===== config.mk =====
export PLATFORM = sky130hd
export DESIGN_NAME = tm_sqrt
export DESIGN_NICKNAME = d
export VERILOG_FILES = /design/src/assert_macros.svh /design/src/tm_pkg.sv /design/src/tm_sqrt.sv
export SDC_FILE = /design/constraint.sdc
export NUM_CORES = 2
export LEC_CHECK = 0
export BUFFER_PORTS_ARGS = -buffer_cell sky130_fd_sc_hd__buf_2
export CORE_UTILIZATION = 30
export CTS_CLUSTER_DIAMETER = 200
export DETAILED_ROUTE_END_ITERATION = 16
export PLACE_DENSITY = 0.54
export SYNTH_ARGS = -nofsm -noshare
export SYNTH_HDL_FRONTEND = slang
export SYNTH_SLANG_ARGS = --single-unit

===== constraint.sdc =====
create_clock -name i_clk -period 5.6 [get_ports i_clk]
set_input_delay 0.28 -clock i_clk [delete_from_list [all_inputs] [get_ports i_clk]]
set_output_delay 0.28 -clock i_clk [all_outputs]
set_load 0.02 [all_outputs]

===== src/assert_macros.svh =====
// assertion helpers included by the rtl
`ifndef ASSERT_MACROS_SVH
`define ASSERT_MACROS_SVH

// implication checked at every clock edge outside reset
`define ASSERT_IMPL(label, clk, rst_n, ante, cons) \
    label: assert property (@(posedge clk) disable iff (!rst_n) (ante) |-> (cons)) \
        else $error("assertion failed");

// next-cycle implication checked outside reset
`define ASSERT_NEXT(label, clk, rst_n, ante, cons) \
    label: assert property (@(posedge clk) disable iff (!rst_n) (ante) |=> (cons)) \
        else $error("assertion failed");

`endif


===== src/tm_pkg.sv =====
package tm_pkg;
    localparam int COORD_BITS_DEF = 16;
    localparam int LENGTH_FRAC_DEF = 8;
    localparam int ANGLE_FRAC_DEF = 16;
    localparam int RADIUS_BITS = 40;
    localparam int ZFRAC = 30;
    localparam int CORDIC_STEPS = 31;
    localparam int ZW = 34;
    localparam logic [ZW-1:0] PI_Q30 = 34'd3373259426;

    typedef enum logic [1:0] {
        ST_VALID      = 2'd0,
        ST_COLLINEAR  = 2'd1,
        ST_COINCIDENT = 2'd2
    } t_status;

    // arctangent table in q30 radians
    function automatic logic [ZW-1:0] atan_q30(input int i);
        logic [ZW-1:0] t;
        case (i)
            0: t = 34'd843314857;
            1: t = 34'd497837829;
            2: t = 34'd263043837;
            3: t = 34'd133525159;
            4: t = 34'd67021687;
            5: t = 34'd33543516;
            6: t = 34'd16775851;
            7: t = 34'd8388437;
            8: t = 34'd4194283;
            9: t = 34'd2097149;
            default: t = ZW'(64'd1 << (30 - i));
        endcase
        return t;
    endfunction
endpackage


===== src/tm_sqrt.sv =====
// pipelined restoring square root, one result bit per stage, q format output
module tm_sqrt import tm_pkg::*; #(
    parameter int NBITS = 50,
    parameter int RBITS = 25,
    parameter int TAGW = 1
) (
    input  logic             i_clk,
    input  logic             i_en,
    input  logic [NBITS-1:0] i_num,
    input  logic [TAGW-1:0]  i_tag,
    output logic [RBITS-1:0] o_root,
    output logic [TAGW-1:0]  o_tag
);
    localparam int RW = 2 * RBITS + 2;

    logic [RW-1:0]    r_rem  [RBITS+1];
    logic [RBITS-1:0] r_root [RBITS+1];
    logic [TAGW-1:0]  r_tag  [RBITS+1];

    always_comb begin
        r_rem[0]  = RW'(i_num);
        r_root[0] = '0;
        r_tag[0]  = i_tag;
    end

    // one bit decided per stage, top bit first
    for (genvar s = 0; s < RBITS; s++) begin : g_st
        localparam int B = RBITS - 1 - s;
        logic [RW-1:0] t;
        assign t = (RW'(r_root[s]) << (B + 1)) + (RW'(1) << (2 * B));
        always_ff @(posedge i_clk) begin
            if (i_en) begin
                r_tag[s+1] <= r_tag[s];
                if (r_rem[s] >= t) begin
                    r_rem[s+1]  <= r_rem[s] - t;
                    r_root[s+1] <= r_root[s] | (RBITS'(1) << B);
                end else begin
                    r_rem[s+1]  <= r_rem[s];
                    r_root[s+1] <= r_root[s];
                end
            end
        end
    end

    assign o_root = r_root[RBITS];
    assign o_tag  = r_tag[RBITS];
endmodule


# After elaboration in Yosys (flattened, before gate mapping)
# Cells that the tools add are included.
dict set report word_totals {
  out_inout_bits 26
  regBits 1897
  wordCells 197
  input_bits 53
}
dict set report op_classes {
  magnitude_cmp 25
  n_mux 25
  n_addsub 48
}
# cell count
set op_table {}
lappend op_table {{52-bit 2-to-1 mux} 23}
lappend op_table {{52-bit by 27-bit greater-or-equal comparator with 1-bit output} 1}
lappend op_table {{52-bit by 28-bit greater-or-equal comparator with 1-bit output} 1}
lappend op_table {{52-bit by 29-bit greater-or-equal comparator with 1-bit output} 1}
lappend op_table {{52-bit by 30-bit greater-or-equal comparator with 1-bit output} 1}
lappend op_table {{52-bit by 31-bit greater-or-equal comparator with 1-bit output} 1}
lappend op_table {{52-bit by 32-bit greater-or-equal comparator with 1-bit output} 1}
lappend op_table {{52-bit by 33-bit greater-or-equal comparator with 1-bit output} 1}
lappend op_table {{52-bit by 34-bit greater-or-equal comparator with 1-bit output} 1}
lappend op_table {{52-bit by 35-bit greater-or-equal comparator with 1-bit output} 1}
lappend op_table {{52-bit by 36-bit greater-or-equal comparator with 1-bit output} 1}
lappend op_table {{52-bit by 37-bit greater-or-equal comparator with 1-bit output} 1}
lappend op_table {{52-bit by 38-bit greater-or-equal comparator with 1-bit output} 1}
lappend op_table {{52-bit by 39-bit greater-or-equal comparator with 1-bit output} 1}
lappend op_table {{52-bit by 40-bit greater-or-equal comparator with 1-bit output} 1}
lappend op_table {{52-bit by 41-bit greater-or-equal comparator with 1-bit output} 1}
lappend op_table {{52-bit by 42-bit greater-or-equal comparator with 1-bit output} 1}
lappend op_table {{52-bit by 43-bit greater-or-equal comparator with 1-bit output} 1}
lappend op_table {{52-bit by 44-bit greater-or-equal comparator with 1-bit output} 1}
lappend op_table {{52-bit by 45-bit greater-or-equal comparator with 1-bit output} 1}
lappend op_table {{52-bit by 46-bit greater-or-equal comparator with 1-bit output} 1}
lappend op_table {{52-bit by 47-bit greater-or-equal comparator with 1-bit output} 1}
lappend op_table {{52-bit by 48-bit greater-or-equal comparator with 1-bit output} 1}
lappend op_table {{52-bit by 49-bit greater-or-equal comparator with 1-bit output} 1}
lappend op_table {{52 further kinds} 52}

# Logic depth before layout (Yosys ltp)
dict set report depth {
  ltp_word 3
  ltp_mapped 13
  mapped_depth_nobuf 12
}

# Least setup slack after synthesis
# No wires, ideal clock.
dict set report synth_path {
  path_kind {reg2reg}
  startpoint {reg r_rem[558] in the netlist's numbering}
  endpoint {reg r_rem[502] in the netlist's numbering, data pin}
  path_buffers 2
  t_required_ps 5340
  setup_ps 260
  t_arrival_ps 3421
  synth_period_minus_slack_ps 3681
  setup_slack_ps 1919
  stages_incl_launch_ff 10
  cell_sequence {edfxtp_1 > or4_4 > or4_4 > or4_4 > or3_1 > or3_1 > or3_1 > buf_2 > buf_6 > mux2_4}
}
dict set report synth_via {
  elab_chain_cells 2
}
# item line_no
set synth_lines {}
lappend synth_lines {{start, declared} tm_sqrt.sv:16} ;# logic [RW-1:0] r_rem [RBITS+1];
lappend synth_lines {{start signal, assigned by index} tm_sqrt.sv:35} ;# r_rem[s+1] <= r_rem[s] - t;
lappend synth_lines {{start signal, assigned by index} tm_sqrt.sv:38} ;# r_rem[s+1] <= r_rem[s];
lappend synth_lines {{52-bit by 36-bit greater-or-equal comparator with 1-bit output} tm_sqrt.sv:34} ;# if (r_rem[s] >= t) begin
lappend synth_lines {{52-bit 2-to-1 mux} tm_sqrt.sv:34}
# No other way between the ends.
# A chain may end at the register's enable or synchronous reset.

# Final worst setup path
dict set report layout_path {
  startpoint {reg r_rem[711] in the netlist's numbering}
  endpoint {reg r_rem[673] in the netlist's numbering, data pin}
}
dict set report layout_via {
  elab_chain_cells 2
  elab_cells_between_ends 3
  classes_between {1 x add/sub; 1 x order compare; 1 x mux}
}
# item line_no
set layout_lines {}
lappend layout_lines {{52-bit by 39-bit subtractor with 52-bit output / 52-bit by 39-bit greater-or-equal comparator with 1-bit output (equally long branches)} {tm_sqrt.sv:35, tm_sqrt.sv:34}}
lappend layout_lines {{52-bit 2-to-1 mux (*)} tm_sqrt.sv:34}
# Every way passes the cells marked *; elsewhere a longest branch is shown, timed or not.

==> implementation parameters <==
Parameter                              Value

Logic synthesis
  Net Count, Synth ... 6,181
  Synth Warn # ... 0
  Synthesized area ... 74,900 um2
  Ys flop type ... sky130_fd_sc_hd__edfxtp_1
  Cells after Synth ... 5,782
  Cells taking the most area after synthesis ... sky130_fd_sc_hd__edfxtp_1 64%, sky130_fd_sc_hd__ha_1 5.8%, sky130_fd_sc_hd__xnor2_1 3.3%
  #FFs+latches synth ... ~1.6k
  Cell accounting for the most synthesized area ... sky130_fd_sc_hd__edfxtp_1
  Register area share after synthesis ... 64.0%
  Number of synthesized flops with an enable pin ... 1,597
  Async set or reset register ratio after synthesis ... 0%
  Top cells by count, synth ... 1,597 x sky130_fd_sc_hd__edfxtp_1, 445 x sky130_fd_sc_hd__inv_1, 387 x sky130_fd_sc_hd__nor2_1, 346 x sky130_fd_sc_hd__ha_1, 334 x sky130_fd_sc_hd__a21oi_1
  Post-synthesis average cell area ... approximately 13 um2
  Dominant cell by count in the synthesized netlist ... sky130_fd_sc_hd__edfxtp_1
  Cell variety after synth ... 79
  Share of Yosys cell area claimed by the top area cell type ... a little under two thirds

CTS
  Num CTS Buffers ... 162
  Maximum clock insertion buffer count ... 3
  TritonCTS clock tree ... yes
  Clock Sinks ... 1,597
  Clock latency on the worst-skew pair ... 820 ps
  Post CTS Setup Buffer Count ... 0
  Root buf cell ... sky130_fd_sc_hd__clkbuf_16
  Clock transition at the registers of the reported paths ... 60 ps
  H-tree Lvls ... 4

Detailed routing
  Remaining DRCs ... 0
  Ratio of routed vias to standard cells ... approximately 4.7
  DR vias ... 44.4k
  DRC marker count from the first detailed-route iteration ... 2,538
  Detailed-routing iteration count for the pre-antenna-repair pass ... 7
  Post-route ant nets ... 0
  Wire length per cell ... roughly 16 um
  Final wirelength ... 153 mm

Timing
  Final critical-path required period ... 4770 ps
  Setup repair after global routing missed its margin ... no
  Max Clock Skew ... 53.2 ps
  Total count of hold-check failures in the final report ... 0
  Number of max-slew violations in the final report ... 0
  Fin crit share ... between 80% and 90%
  Relative slew margins ... 14.1%
  Fmax achieved ... ~210 MHz
  Final worst hold slack ... 162 ps
  TNS Setup ... 0 ps
  Tightest Pin Transition ... 1270 ps
  Final setup violating endpoints ... 0

Min path
  Number of instances on the worst hold path ... 2
  Hold Crit Class ... primary input to flip-flop
  Beginning of the worst hold path ... i_num[19]
  Hold-critical path endpoint ... r_rem[1267]

Power
  Clock group share of total power ... 33.8%
  Logic pwr share ... 16.9%
  Power spent charging and discharging nets ... between 8 and 9 mW
  Pwr per Cell Area ... approximately 380 nW/um2
  Worst supply voltage drop on vdd ... about 0.3 mV
  Switching portion of total power ... 27.2%
  Register share of total power ... 49.3%
  Static leakage ... between 30 and 40 nW
  Total power of the final layout ... approximately 32 mW
  P_int ... 23.4 mW

Cells and area
  Number of non-filler instances in the completed layout ... approximately 9.5k
  Nets@finish ... 6,417
  Fraction of layout instances using a drive strength above 1 ... under 10%
  Synth-to-layout area growth ... 14.1%

GRT
  Maximum number of pins on one net before global-route repair ... 175
  Antenna violations before repair ... 3
  Wire length of the first global-routing pass ... 240 mm
  Final global-route overflow total ... 0
  GRT Util Overall ... 11.9%
  Number of global-route vias before repair ... 45.7k

Placement
  Weighted congestion at the end of routability-driven global placement ... 0.907
  Port-buffer cells ... 78
  Number of cells in the design after placement ... 9,132
  HPWL Detailed ... 111 mm

Die
  Core ar. ... 248,000 um2
  Width of the die ... 502 um
  Initial Util ... 30.2%
  Cell row count ... around 180
  Ports ... 79
  Die area ... 252,000 um2
  Die extent in y ... 502 um

Worst setup path
  Worst Setup Start Kind ... flip-flop
  Critical-path cell with the highest stage delay ... sky130_fd_sc_hd__nor4_1
  Worst reg2reg path endpoint ... r_rem[673]
  Worst Path Arrival ... 5320 ps
  Data required, critical path ... about 6000 ps
  Slack of the worst reg-to-reg path ... 830 ps
  Worst reg2reg path depth ... 11
  Sequence of cells on the critical path ... ha_1, and4_1, nand3_1, nor4_1, nor4_1, o2111ai_2, buf_4, nand3_1, nor3_1, or3b_2, xnor2_1
  Crit Path Category ... flip-flop to flip-flop
  Critical Path Sink Type ... flip-flop
  Delay of the slowest critical-path stage ... 1070 ps
  Maximum fanout along the worst path ... 26
  Worst r2r src ... r_rem[711]

Job
  Max Cap Violations ... 0

Run status
  Result of the run ... completed
==> registers in the layout, summed over array words and instances (netlist names) <==
signal,flops
o_tag,1
o_root,25
r_rem,1247
r_root,300
r_tag,24
==> through the flow <==
stage	instance area (um2)	util, %	worst slack, ps
floorplan	74900	-	1920
global route	85500	34.4	541
global placement	79600	32.0	869
detailed placement	79600	32.0	834
CTS	85500	34.4	793
finish	85500	34.4	832
==> power groups by stage <==
stage          registers, mW  clock network, mW  logic, mW
2_1_floorplan           15.7                  0       4.00
3_3_place_gp            16.1                  0       5.25
3_5_place_dp            16.1                  0       5.37
4_1_cts                 15.9               11.2       5.43
5_1_grt                 16.0               11.6       6.04
6_report                15.9               10.9       5.44
==> placed cells by master (no fill, tap or decap), types with 208 or more instances in the layout <==
cell type,instances
sky130_fd_sc_hd__inv_1,445
sky130_fd_sc_hd__ha_1,346
sky130_fd_sc_hd__nor4_1,208
sky130_fd_sc_hd__nand2_1,317
sky130_fd_sc_hd__o21ai_0,237
sky130_fd_sc_hd__xor2_1,277
sky130_fd_sc_hd__nor2_1,387
sky130_fd_sc_hd__xnor2_1,286
sky130_fd_sc_hd__edfxtp_1,1597
sky130_fd_sc_hd__a21oi_1,333
==> worst max path at each step <==
stage,cells past startpoint,end,from
2_1_floorplan,9,r_rem[502],r_rem[558]
3_3_place_gp,11,r_rem[673],r_rem[712]
3_5_place_dp,11,r_rem[673],r_rem[711]
4_1_cts,11,r_rem[673],r_rem[711]
5_1_grt,11,r_rem[673],r_rem[703]
6_report,11,r_rem[673],r_rem[711]
==> critical path, delay by kind of cell (launching register included) <==
kind            cells  cell delay, ps
compound gates      1             160
fa+ha+maj           1             390
simple gates        7            3110
buf+inv             1             320
xor+xnor            1             130
flops               1             400
==> layout make-up <==
cell class | count | area (um2)
Multi-Input combinational cell | 3640 | 25000
Inverter | 446 | 1670
Clock inverter | 91 | 1200
Sequential cell | 1597 | 48000
Tap cell | 3330 | 4170
Timing Repair Buffer | 171 | 1300
Clock buffer | 205 | 4220
Antenna cell | 1 | 2.50
Fill cell | 23800 | 163000
==> logic make-up after synthesis <==
kind of cell / share of synthesized area (%)
XOR/XNOR: 6.58
buffers and inverters: 2.76
multiplexers: 1.01
other: 0.00500
AO/OA/AOI/OAI: 8.50
adder cells (fa/ha/maj): 5.78
AND/OR/NAND/NOR: 11.4
flip-flops: 64.0
==> what timing repair did <==
action | CTS | global route
endpoints found under the hold margin | 52 | 0
gates resized for setup | 0 | 0
endpoints found under the setup margin | 0 | 0
hold buffers | 52 | 0
==> metal layers <==
metal  global-route usage, %  part of all wire, %  routed length (um)  vias to the layer above
met5                       0                    0                   0                        -
met4                    5.19                  3.9                5880                        0
met3                    2.02                  3.1                4810                      345
met2                    24.0                   55               84500                      772
met1                    11.6                   38               57400                    21200
li1                        -                    -                   -                    22100
(Power assumes the default switching activity.)
